`src/hw/rtl/ams_pkg.sv`:
```
// ----------------------------------------------------------------------------
// ams_pkg
// Shared types and constants of the accelerometer magnitude smoother.
// ----------------------------------------------------------------------------
package ams_pkg;

    localparam int unsigned AXIS_W     = 16;
    localparam int unsigned ABS_W      = 17;
    localparam int unsigned ROOT_W     = 16;
    localparam int unsigned SCALE_W    = 17;
    localparam int unsigned WEIGHT_W   = 10;
    localparam int unsigned UG_W       = 25;
    localparam int unsigned MUL_A_W    = 25;
    localparam int unsigned MUL_B_W    = 17;
    localparam int unsigned PROD_W     = MUL_A_W + MUL_B_W;
    localparam int unsigned SUMSQ_W    = 32;
    localparam int unsigned SUB_W      = 19;
    localparam int unsigned DIVISOR_W  = WEIGHT_W + 1;
    localparam int unsigned DVD_W      = UG_W + DIVISOR_W;
    localparam int unsigned CNT_W      = 5;
    localparam int unsigned FRAME_HELD = 5;
    localparam int unsigned POS_W      = 3;

    localparam logic [UG_W-1:0]     MAG_MAX         = 25'd29100000;
    localparam logic [UG_W-1:0]     AVG_RESET       = 25'd900000;
    localparam logic [SCALE_W-1:0]  LSB_SCALE_RESET = 17'd15024;
    localparam logic [WEIGHT_W-1:0] WEIGHT_RESET    = 10'd10;
    localparam logic [POS_W-1:0]    LAST_HELD_POS   = 3'd4;
    localparam logic [POS_W-1:0]    FINAL_POS       = 3'd5;

    // Iteration ends of the sequencer
    localparam logic [CNT_W-1:0] SQUARE_LAST = 5'd3;
    localparam logic [CNT_W-1:0] ROOT_LAST   = 5'd15;
    localparam logic [CNT_W-1:0] DIV_LAST    = 5'd24;

    // Register decode on paddr[2]
    localparam logic REG_LSB_SCALE     = 1'b0;
    localparam logic REG_FILTER_WEIGHT = 1'b1;

    typedef enum logic [3:0] {
        ST_IDLE,
        ST_SQUARE,
        ST_ROOT,
        ST_SCALE,
        ST_CLAMP,
        ST_WEIGHT,
        ST_SUM,
        ST_DIVIDE,
        ST_DONE
    } ams_state_t;

    typedef struct packed {
        logic [AXIS_W-1:0] z;
        logic [AXIS_W-1:0] y;
        logic [AXIS_W-1:0] x;
    } ams_axes_t;

    typedef struct packed {
        logic [UG_W-1:0] smoothed_ug;
        logic [UG_W-1:0] magnitude_ug;
    } ams_result_t;

    typedef struct packed {
        logic start;
        logic out_ready;
    } ams_ctrl_t;

    typedef struct packed {
        logic busy;
        logic done;
    } ams_status_t;

endpackage

```
`src/hw/rtl/ams_core.sv`:
```
// ----------------------------------------------------------------------------
// ams_core
// Iterative datapath: sum of squares, integer root, scaling, moving average.
// One multiplier and one subtractor are shared under a small sequencer.
// ----------------------------------------------------------------------------
module ams_core #(
    parameter int unsigned SCALE_FRAC_BITS = 8
) (
    input  logic                               aclk,
    input  logic                               aresetn,
    input  ams_pkg::ams_ctrl_t                 ctrl,
    input  ams_pkg::ams_axes_t                 axes,
    input  logic [ams_pkg::SCALE_W-1:0]        lsb_scale,
    input  logic [ams_pkg::WEIGHT_W-1:0]       filter_weight,
    output ams_pkg::ams_status_t               status,
    output ams_pkg::ams_result_t               result
);
    import ams_pkg::*;

    ams_state_t            state_reg, state_next;
    logic [CNT_W-1:0]      cnt_reg, cnt_next;
    logic [ABS_W-1:0]      ax_reg, ay_reg, az_reg;
    logic [ABS_W-1:0]      ax_next, ay_next, az_next;
    logic [PROD_W-1:0]     prod_reg, prod_next;
    logic [SUMSQ_W-1:0]    acc_reg, acc_next;
    logic [SUB_W-1:0]      rem_reg, rem_next;
    logic [ROOT_W-1:0]     root_reg, root_next;
    logic [UG_W-1:0]       mag_reg, mag_next;
    logic [UG_W-1:0]       dvd_reg, dvd_next;
    logic [UG_W-1:0]       avg_reg, avg_next;

    logic [MUL_A_W-1:0]    mul_a;
    logic [MUL_B_W-1:0]    mul_b;
    logic [PROD_W-1:0]     product;
    logic [SUB_W-1:0]      sub_a, sub_b;
    logic [SUB_W:0]        diff;
    logic                  ge;
    logic [PROD_W-1:0]     scaled;
    logic [DVD_W-1:0]      dvd_sum;
    logic [DIVISOR_W-1:0]  divisor;

    function automatic logic [ABS_W-1:0] axis_abs(input logic [AXIS_W-1:0] raw);
        logic [ABS_W-1:0] wide;
        wide = {1'b0, raw};
        if (raw[AXIS_W-1]) begin
            return 17'h10000 - wide;
        end
        return wide;
    endfunction

    // Shared units
    assign product = PROD_W'(mul_a) * PROD_W'(mul_b);
    assign diff    = {1'b0, sub_a} - {1'b0, sub_b};
    assign ge      = ~diff[SUB_W];

    assign divisor = {1'b0, filter_weight} + DIVISOR_W'(1);
    assign scaled  = prod_reg >> SCALE_FRAC_BITS;
    assign dvd_sum = {1'b0, prod_reg[DVD_W-2:0]} + DVD_W'(mag_reg);

    always_ff @(posedge aclk) begin
        if (!aresetn) begin
            state_reg <= ST_IDLE;
            cnt_reg   <= '0;
            avg_reg   <= AVG_RESET;
        end else begin
            state_reg <= state_next;
            cnt_reg   <= cnt_next;
            avg_reg   <= avg_next;
        end
    end

    always_ff @(posedge aclk) begin
        ax_reg   <= ax_next;
        ay_reg   <= ay_next;
        az_reg   <= az_next;
        prod_reg <= prod_next;
        acc_reg  <= acc_next;
        rem_reg  <= rem_next;
        root_reg <= root_next;
        mag_reg  <= mag_next;
        dvd_reg  <= dvd_next;
    end

    always_comb begin
        state_next = state_reg;
        cnt_next   = cnt_reg;
        ax_next    = ax_reg;
        ay_next    = ay_reg;
        az_next    = az_reg;
        prod_next  = prod_reg;
        acc_next   = acc_reg;
        rem_next   = rem_reg;
        root_next  = root_reg;
        mag_next   = mag_reg;
        dvd_next   = dvd_reg;
        avg_next   = avg_reg;
        mul_a      = MUL_A_W'(az_reg);
        mul_b      = az_reg;
        sub_a      = {rem_reg[SUB_W-3:0], acc_reg[SUMSQ_W-1 -: 2]};
        sub_b      = {1'b0, root_reg, 2'b01};
        status     = '0;

        unique case (state_reg)
            ST_IDLE: begin
                if (ctrl.start) begin
                    ax_next    = axis_abs(axes.x);
                    ay_next    = axis_abs(axes.y);
                    az_next    = axis_abs(axes.z);
                    acc_next   = '0;
                    cnt_next   = '0;
                    state_next = ST_SQUARE;
                end
            end
            ST_SQUARE: begin
                // Square one axis per cycle, accumulate the previous product
                case (cnt_reg[1:0])
                    2'd0:    begin mul_a = MUL_A_W'(ax_reg); mul_b = ax_reg; end
                    2'd1:    begin mul_a = MUL_A_W'(ay_reg); mul_b = ay_reg; end
                    default: begin mul_a = MUL_A_W'(az_reg); mul_b = az_reg; end
                endcase
                prod_next = product;
                if (cnt_reg != '0) begin
                    acc_next = acc_reg + prod_reg[SUMSQ_W-1:0];
                end
                cnt_next = cnt_reg + CNT_W'(1);
                if (cnt_reg == SQUARE_LAST) begin
                    cnt_next   = '0;
                    rem_next   = '0;
                    root_next  = '0;
                    state_next = ST_ROOT;
                end
            end
            ST_ROOT: begin
                // One result bit per cycle, two radicand bits consumed
                rem_next  = ge ? diff[SUB_W-1:0] : sub_a;
                root_next = {root_reg[ROOT_W-2:0], ge};
                acc_next  = {acc_reg[SUMSQ_W-3:0], 2'b00};
                cnt_next  = cnt_reg + CNT_W'(1);
                if (cnt_reg == ROOT_LAST) begin
                    state_next = ST_SCALE;
                end
            end
            ST_SCALE: begin
                mul_a      = MUL_A_W'(root_reg);
                mul_b      = lsb_scale;
                prod_next  = product;
                state_next = ST_CLAMP;
            end
            ST_CLAMP: begin
                mag_next   = (scaled > PROD_W'(MAG_MAX)) ? MAG_MAX : scaled[UG_W-1:0];
                state_next = ST_WEIGHT;
            end
            ST_WEIGHT: begin
                mul_a      = avg_reg;
                mul_b      = MUL_B_W'(filter_weight);
                prod_next  = product;
                state_next = ST_SUM;
            end
            ST_SUM: begin
                // Quotient fits UG_W bits, so the top bits start as remainder
                rem_next   = SUB_W'(dvd_sum[DVD_W-1:UG_W]);
                dvd_next   = dvd_sum[UG_W-1:0];
                cnt_next   = '0;
                state_next = ST_DIVIDE;
            end
            ST_DIVIDE: begin
                sub_a    = {{(SUB_W-DIVISOR_W-1){1'b0}}, rem_reg[DIVISOR_W-1:0],
                            dvd_reg[UG_W-1]};
                sub_b    = SUB_W'(divisor);
                rem_next = ge ? diff[SUB_W-1:0] : sub_a;
                dvd_next = {dvd_reg[UG_W-2:0], ge};
                cnt_next = cnt_reg + CNT_W'(1);
                if (cnt_reg == DIV_LAST) begin
                    avg_next   = {dvd_reg[UG_W-2:0], ge};
                    state_next = ST_DONE;
                end
            end
            ST_DONE: begin
                status.done = 1'b1;
                if (ctrl.out_ready) begin
                    state_next = ST_IDLE;
                end
            end
            default: begin
                state_next = ST_IDLE;
            end
        endcase

        status.busy = (state_reg != ST_IDLE);
    end

    assign result.magnitude_ug = mag_reg;
    assign result.smoothed_ug  = avg_reg;

endmodule

```
`src/hw/rtl/accel_magnitude_smoother.sv`:
```
// ----------------------------------------------------------------------------
// accel_magnitude_smoother
// Vector magnitude of accelerometer frames with an exponential moving average.
// ----------------------------------------------------------------------------
// Usage:
//   Input stream (s_axis): one raw FIFO byte per transaction in s_tdata,
//   order x lo, x hi, y lo, y hi, z lo, z hi. s_tlast marks the final byte of
//   a burst; a frame left incomplete by it is dropped without a result.
//   Output stream (m_axis): one transaction per complete frame carrying the
//   scaled magnitude and the updated running average, both in micro-g.
//   Config (APB): lsb_scale at 0x0 (Q format, SCALE_FRAC_BITS fraction bits),
//   filter_weight at 0x4. Write only while the block is idle.
// Timing:
//   The first five bytes of a frame are taken one per cycle while s_tready
//   is high. The sixth byte starts the iterative unit: squaring of the
//   three axes, 16 root iterations, scale, clamp, weighting and sum, and 25
//   divide iterations; the result then goes to the output register that
//   drives m_tvalid. The root and divide loops on the shared subtractor take
//   most of the frame time. s_tready is low while the unit works.
// Reset:
//   aresetn clears the byte position, loads the running average with 0.9 g
//   and the registers with their defaults, and empties the output register.
// Stall:
//   A result waits in the output register while m_tready is low; the next
//   frame may be collected meanwhile, but its computation holds at the end
//   until the output register is free.
// ----------------------------------------------------------------------------
module accel_magnitude_smoother #(
    parameter int unsigned SCALE_FRAC_BITS = 8
) (
    input  logic        aclk,
    input  logic        aresetn,
    // APB configuration port
    input  logic        psel,
    input  logic        penable,
    input  logic        pwrite,
    input  logic [2:0]  paddr,
    input  logic [31:0] pwdata,
    output logic [31:0] prdata,
    output logic        pready,
    // Byte stream in
    input  logic        s_tvalid,
    output logic        s_tready,
    input  logic [7:0]  s_tdata,    // [7:0] fifo_byte
    input  logic        s_tlast,    // last_byte
    // Result stream out
    output logic        m_tvalid,
    input  logic        m_tready,
    output logic [55:0] m_tdata     // [24:0] magnitude_ug, [49:25] smoothed_ug
);
    import ams_pkg::*;

    logic [SCALE_W-1:0]  lsb_scale_reg;
    logic [WEIGHT_W-1:0] filter_weight_reg;
    logic [POS_W-1:0]    pos_reg;
    logic [7:0]          frame_reg [FRAME_HELD];
    logic                m_valid_reg;
    ams_result_t         out_reg;

    ams_ctrl_t           ctrl;
    ams_status_t         status;
    ams_axes_t           axes;
    ams_result_t         result;
    logic                s_accept;
    logic                frame_end;
    logic                cfg_write;
    logic                out_free;
    logic                out_load;

    // APB: pready is tied high, every access completes in its access cycle
    assign pready    = 1'b1;
    assign cfg_write = psel & penable & pwrite;

    always_ff @(posedge aclk) begin
        if (!aresetn) begin
            lsb_scale_reg     <= LSB_SCALE_RESET;
            filter_weight_reg <= WEIGHT_RESET;
        end else if (cfg_write) begin
            unique case (paddr[2])
                REG_LSB_SCALE:     lsb_scale_reg     <= pwdata[SCALE_W-1:0];
                REG_FILTER_WEIGHT: filter_weight_reg <= pwdata[WEIGHT_W-1:0];
                default: ;
            endcase
        end
    end

    always_comb begin
        unique case (paddr[2])
            REG_LSB_SCALE:     prdata = 32'(lsb_scale_reg);
            REG_FILTER_WEIGHT: prdata = 32'(filter_weight_reg);
            default:           prdata = '0;
        endcase
    end

    // Frame assembly: hold the first five bytes, the sixth starts the unit
    assign s_tready  = ~status.busy;
    assign s_accept  = s_tvalid & s_tready;
    assign frame_end = (pos_reg == FINAL_POS);

    always_ff @(posedge aclk) begin
        if (!aresetn) begin
            pos_reg <= '0;
        end else if (s_accept) begin
            if (frame_end || s_tlast) begin
                pos_reg <= '0;     // drop a partial frame at burst end
            end else begin
                pos_reg <= pos_reg + POS_W'(1);
            end
        end
    end

    always_ff @(posedge aclk) begin
        if (s_accept && (pos_reg <= LAST_HELD_POS)) begin
            frame_reg[pos_reg] <= s_tdata;
        end
    end

    assign axes.x = {frame_reg[1], frame_reg[0]};
    assign axes.y = {frame_reg[3], frame_reg[2]};
    assign axes.z = {s_tdata, frame_reg[4]};

    assign ctrl.start     = s_accept & frame_end;
    assign ctrl.out_ready = out_free;

    ams_core #(
        .SCALE_FRAC_BITS (SCALE_FRAC_BITS)
    ) u_core (
        .aclk          (aclk),
        .aresetn       (aresetn),
        .ctrl          (ctrl),
        .axes          (axes),
        .lsb_scale     (lsb_scale_reg),
        .filter_weight (filter_weight_reg),
        .status        (status),
        .result        (result)
    );

    // Output register: take a finished result when empty or being drained
    assign out_free = ~m_valid_reg | m_tready;
    assign out_load = status.done & out_free;

    always_ff @(posedge aclk) begin
        if (!aresetn) begin
            m_valid_reg <= 1'b0;
        end else if (out_load) begin
            m_valid_reg <= 1'b1;
        end else if (m_tready) begin
            m_valid_reg <= 1'b0;
        end
    end

    always_ff @(posedge aclk) begin
        if (out_load) begin
            out_reg <= result;
        end
    end

    assign m_tvalid = m_valid_reg;
    assign m_tdata  = {6'b0, out_reg.smoothed_ug, out_reg.magnitude_ug};

endmodule
```
`config.mk`:
```
export PLATFORM = sky130hd
export DESIGN_NAME = accel_magnitude_smoother
export DESIGN_NICKNAME = d
export VERILOG_FILES = /design/src/hw/rtl/ams_pkg.sv /design/src/hw/rtl/ams_core.sv /design/src/hw/rtl/accel_magnitude_smoother.sv
export SDC_FILE = /design/constraint.sdc
export NUM_CORES = 2
export LEC_CHECK = 0
export ABC_AREA = 0
export BUFFER_PORTS_ARGS = -buffer_cell sky130_fd_sc_hd__buf_2
export CAP_MARGIN = 25
export CORE_ASPECT_RATIO = 1.75
export CORE_MARGIN = 2
export CORE_UTILIZATION = 69
export CTS_BUF_LIST = sky130_fd_sc_hd__clkbuf_4 sky130_fd_sc_hd__clkbuf_8
export CTS_CLUSTER_SIZE = 8
export DETAILED_ROUTE_END_ITERATION = 12
export PLACE_DENSITY = 0.9
export SLEW_MARGIN = 20
export SYNTH_ARGS = -nofsm -noshare
export SYNTH_HDL_FRONTEND = slang
export SYNTH_HIERARCHICAL = 1
export SYNTH_SLANG_ARGS = --single-unit
```
`constraint.sdc`:
```
create_clock -name aclk -period 15.6 [get_ports aclk]
set_input_delay 3.12 -clock aclk [delete_from_list [all_inputs] [get_ports aclk]]
set_output_delay 3.12 -clock aclk [all_outputs]
set_load 0.02 [all_outputs]
```
**Word-level counts from Yosys, hierarchy flattened**

Memory sizes are Yosys's and may differ from the RTL's.
Cells that the tools add are included.
Widths: inputs -> output; s select.

- Register bits: 323
- Memory bits (writable): 40
- Input bits: 51
- Output and inout port bits: 91
- Logic and storage cells: 133
- Memories: 1

Memories:

| memory | depth | width | read ports | clocked after memory_dff | wr ports | line | source |
|---|---|---|---|---|---|---|---|
| frame_reg | 5 | 8 | 5 | 0 | 1 | accel_magnitude_smoother.sv:56 | `logic [7:0] frame_reg [FRAME_HELD];` |

- Add/subtract/negate cells: 9
- Multiply operators: 1
- Order comparisons: 2
- Equality and inequality tests: 19
- Mux-type cells: 47
- Bitwise operators: 10
- Reduce and logical (&&, ||, !) cells: 23

Operator list:

| cell | number |
|---|---|
| $mux 17 | 6 |
| $pmux 32 s3 | 1 |
| $pmux 25 s3 | 1 |
| $pmux 17 s2 | 2 |
| $pmux 17 s4 | 1 |
| $mux 16 | 4 |
| $mux 32 | 2 |
| $pmux 32 s2 | 1 |
| $pmux 17 s3 | 1 |
| $sub 17x16->17 const A | 3 |
| $pmux 25 s2 | 1 |
| $mul 25x17->42 | 1 |
| $add 35x25->36 | 1 |
| $pmux 4 s9 | 1 |
| $gt 34x25->1 const B | 1 |
| $add 32x32->32 | 1 |
| $pmux 16 s2 | 1 |
| $mux 4 | 5 |
| $pmux 5 s4 | 1 |
| $sub 19x18->20 | 1 |
| $mux 19 | 1 |
| $mux 18 | 1 |
| $eq 4x3->1 const B | 4 |
| $mux 1 | 14 |
| other kinds (32) | 55 |

**Depth between registers and ports, before layout**

- Depth in word-level cells: 7
- Mapped depth: 34
- Gate-level depth less buffers: 31

**Cells and area by module**

Netlist, hierarchy kept.

Modules (own cells, without submodules):

| module | instances | cells each | area each (um^2) | sequential area each (um^2) |
|---|---|---|---|---|
| ams_core | 1 | 3,099 | 28,275.9 | 6,926.6 |
| accel_magnitude_smoother | 1 | 275 | 4,354.2 | 3,323.2 |

**Worst setup path after synthesis**

Ideal clock, no wire load.

- Path type: input to register
- Start point: input port s_tvalid
- End point: register u_core.acc_reg[0], enable pin
- Setup time: 595 ps
- Arrival: 8,556 ps
- Required time: 15,005 ps
- Setup slack: 6,449 ps
- Cell stages on the path: 4
- Path buffers: 0
- Cell sequence: nand2b_1 nor2_1 nor2_1 a2111oi_0

RTL lines:

| item | line | source |
|---|---|---|
| start: declaration | accel_magnitude_smoother.sv:42 | `input logic s_tvalid,` |
| end signal: assignment | ams_core.sv:77 | `acc_reg <= acc_next;` |
| end: declaration | ams_core.sv:25 | `logic [SUMSQ_W-1:0] acc_reg, acc_next;` |

**Final worst setup path**

- Start point: register u_core.state_reg[2]
- End point: register u_core.prod_reg[35], data pin

- Longest elaborated chain between the ends: 3
- Elaborated cells between the ends (all ways): 6

Ends and longest elaborated chain:

| item | line | source |
|---|---|---|
| start: declaration | ams_core.sv:20 | `ams_state_t state_reg, state_next;` |
| start signal: assignment | ams_core.sv:66 | `state_reg <= state_next;` |
| $eq 4x3->1 (tied with other cells) | ams_core.sv:103 | `unique case (state_reg)` |
| $pmux 25 s3 / $pmux 17 s3 (equally long branches) | ams_core.sv:103 |  |
| $mul 25x17->42 * | ams_core.sv:52 | `assign product = PROD_W'(mul_a) * PROD_W'(mul_b);` |
| named net u_core.product[35] | ams_core.sv:34 | `logic [PROD_W-1:0] product;` |
| end signal: assignment | ams_core.sv:76 | `prod_reg <= prod_next;` |
| end: declaration | ams_core.sv:24 | `logic [PROD_W-1:0] prod_reg, prod_next;` |

Mark *: on every way through the listed nets, which the timed path passes. The rest lies on a longest branch.
A chain may end at the register's enable or synchronous reset.

==> summary.md <==
| Metric | Value |
|---|---|
| DP Wirelength | between 60,000 and 70,000 um |
| Residual DRC | 0 |
| Die W | 168.4 um |
| R2r startpoint | u_core/state_reg[2] |
| Grt ovf | 0 |
| IO Port Bufs | 102 |
| Fin crit share | 60.96% |
| Fin Clk Skew | between 0.04 and 0.05 ns |
| Arrival time worst endpoint | 9.88 ns |
| Post_cts resized | 0 |
| Buffer depth of the longest clock path | 3 |
| CTS H-tree depth | 2 |
| Initial antenna violation count | 2 |
| Crit path max-delay cell type | nor3_2 |
| Total CTS buffers | 54 |
| Area grow syn2layout | 7.266% |
| Min Clock Period, post-route | 9.510 ns |
| Mapped Cells | ~3,400 |
| Fin util | between 70 and 80% |
| Setup Crit Path Kind | flip-flop to flip-flop |
| Layout fillers | 3,144 |
| Clock-pin transition on the worst setup and hold timing paths | 0.06 ns |
| CP top delay family | adder cells |
| First-pass DRT Iterations | 9 |
| Hold Crit Start | u_core/dvd_reg[14] |
| Worst slew margin | 24.08% |
| Worst Path Required | 15.97 ns |
| Share of cells above drive strength 1 | 9.022% |
| Most common cell in the netlist | nand2_1 |
| Die height | about 300 um |
| Post-CTS Repair Setup Buffers | 0 |
| Outcome | finished, final reports clean |
| Yosys reg bits | 363 |
| Final WL | slightly above 90,000 um |
| Critical path's largest stage delay | 0.69 ns |
| CTS Sinks | 363 |
| RSZ-0062 raised after global routing | false |
| Number of I/O pins | approximately 140 |
| GRT Total Usage | 38.20% |
| Yosys warning count | 6 |
| CP bufs+invs | 4 |
| Setup TNS | 0 ns |
| Post-synth top area cell | edfxtp_1 |
| Vias in the first global route | 27,470 |
| Maximum Capacitance Violations | 0 |
| Final hold vios | 0 |
| RR Endpoint | u_core/prod_reg[35] |
| Finish-stage setup viols | 0 |
| Area of the core | 46,770 um2 |
| ANT nets after route | 0 |
| Worst hold path depth | 2 |
| Worst-margin pin slew | around 1.1 ns |
| Synth area leaders | edfxtp_1 27%, fa_1 21%, ha_1 7.7% |
| Most common library cells after synthesis | 517 x nand2_1, 466 x inv_1, 347 x fa_1, 298 x edfxtp_1, 216 x nor2_1 |
| Largest net degree at the start of global routing | between 70 and 80 |
| Multi-input logic area | ~20,000 um2 |
| Effective utilization at floorplan | 69.77% |
| Via count | 25,961 |
| Synth cell types | 92 |
| Largest register FFs | 50 |
| Die area | 49,110 um2 |
| Nets | 4,101 |
| Clock insertion delay at the later pin of the skew report | 0.67 ns |
| CTS tree | done |
| Hold Path Class | flip-flop to flip-flop |
| Number of vias per cell | 6.277 |
| Post-CTS Hold Fix Bufs | 0 |
| First-pass GRT wire length | approximately 140,000 um |
| CTS root buf | clkbuf_8 |
| Hold Path Sink | u_core/avg_reg[15] |
| CP max FO | 32 |
| Post-synth EDFFs | 298 |
| Syn_area_per_cell | 9.671 um2 |
| Initial DRC Count | 2,510 |
| Synth async-reset ratio | 0% |
| Type of origin of the critical path | flip-flop |
| Site Rows | about 110 |
| Sequential share of the synthesized area | 31.41% |
| Top cell type's share of synthesized area | a little over a quarter |
| Register Area | 10,250 um2 |
| F_max | 105.2 MHz |
| Flop2flop setup slack | 6.09 ns |
| Register-to-Register Path Depth | 26 |
| Post-Syn Area | 32,630 um2 |
| RD Place Congestion | roughly 1.0 |
| Drt wl/cell | approximately 22 um |
| CP endpoint kind | flip-flop |
| Primary FF master, synth | edfxtp_1 |
| Worst path most repeated cell | fa_1 |
| Fin. max-slew vios | 0 |
[per-stage QoR]
step | instances | setup WS, ns | hold slack, ns | cell area, um2
2_1_floorplan | 3451 | 6.449 | 0.4218 | 32920
3_3_place_gp | 4030 | 5.992 | 0.4529 | 33810
3_5_place_dp | 4030 | 5.913 | 0.4645 | 33810
4_1_cts | 4131 | 5.834 | 0.4603 | 34960
5_1_grt | 4136 | 5.856 | 0.4905 | 35000
6_report | 4136 | 6.090 | 0.4552 | 35000
[routing by layer]
metal | share of wire [%] | wire [um] | track usage, %
met3 | 8.5 | 7705 | 8.078
met1 | 30 | 27460 | 37.71
met2 | 49 | 45030 | 65.45
met5 | 0 | 0 | 0
met4 | 12 | 10790 | 36.88
[cell type report]
type,count,share of cell area (%)
tap,588,2.102
multi-input combinational,2470,57.88
sequential,363,29.28
antenna,1,0.007149
timing repair buffer,147,2.445
clock buffer,94,3.017
inverter,466,4.998
clock inverter,7,0.2645
[worst min-delay path, cell delays in order (launching register included)]
cell	delay [ns]
edfxtp_1	0.34
nand2_1	0.05
nand3_1	0.07
[placed cells by master, fill, tap and decap left out, types with 62 or more instances in the layout]
master / count
fa_1: 347
nand3_1: 70
nand2_1: 517
conb_1: 81
ha_1: 201
a21o_1: 66
edfxtp_1: 298
and2_1: 62
o21ai_0: 99
xnor2_1: 106
nor2_1: 213
a21oi_1: 149
buf_2: 102
dfxtp_1: 65
inv_1: 466
[logic make-up (layout without fill, tap and decap cells)]
logic type | count (synthesis) | count (layout) | share of synthesized area, %
other | 4 | 82 | 0.04600
AOI/OAI and AO/OA | 600 | 600 | 12.37
xor gates and xnor gates | 151 | 151 | 4.053
muxes | 26 | 26 | 0.8397
adders and majority gates | 548 | 548 | 29.00
and+or+nand+nor | 1064 | 1064 | 14.66
buffers and inverters | 618 | 714 | 7.627
DFF | 363 | 363 | 31.41
[worst max path at each step]
stage / from / end / slack, ns / depth (start not counted)
floorplan: s_tvalid / u_core/acc_reg[0] / 6.45 / 4
CTS: u_core/cnt_reg[0] / u_core/prod_reg[35] / 5.83 / 27
detailed placement: u_core/cnt_reg[0] / u_core/prod_reg[35] / 5.91 / 27
finish: u_core/state_reg[2] / u_core/prod_reg[35] / 6.09 / 26
global placement: u_core/cnt_reg[0] / u_core/prod_reg[35] / 5.99 / 27
global route: u_core/state_reg[2] / u_core/prod_reg[35] / 5.86 / 26
Power is left out: the tool's default activity adds up to more than one toggle a clock period on the data nets, which glitch-free logic cannot reach.
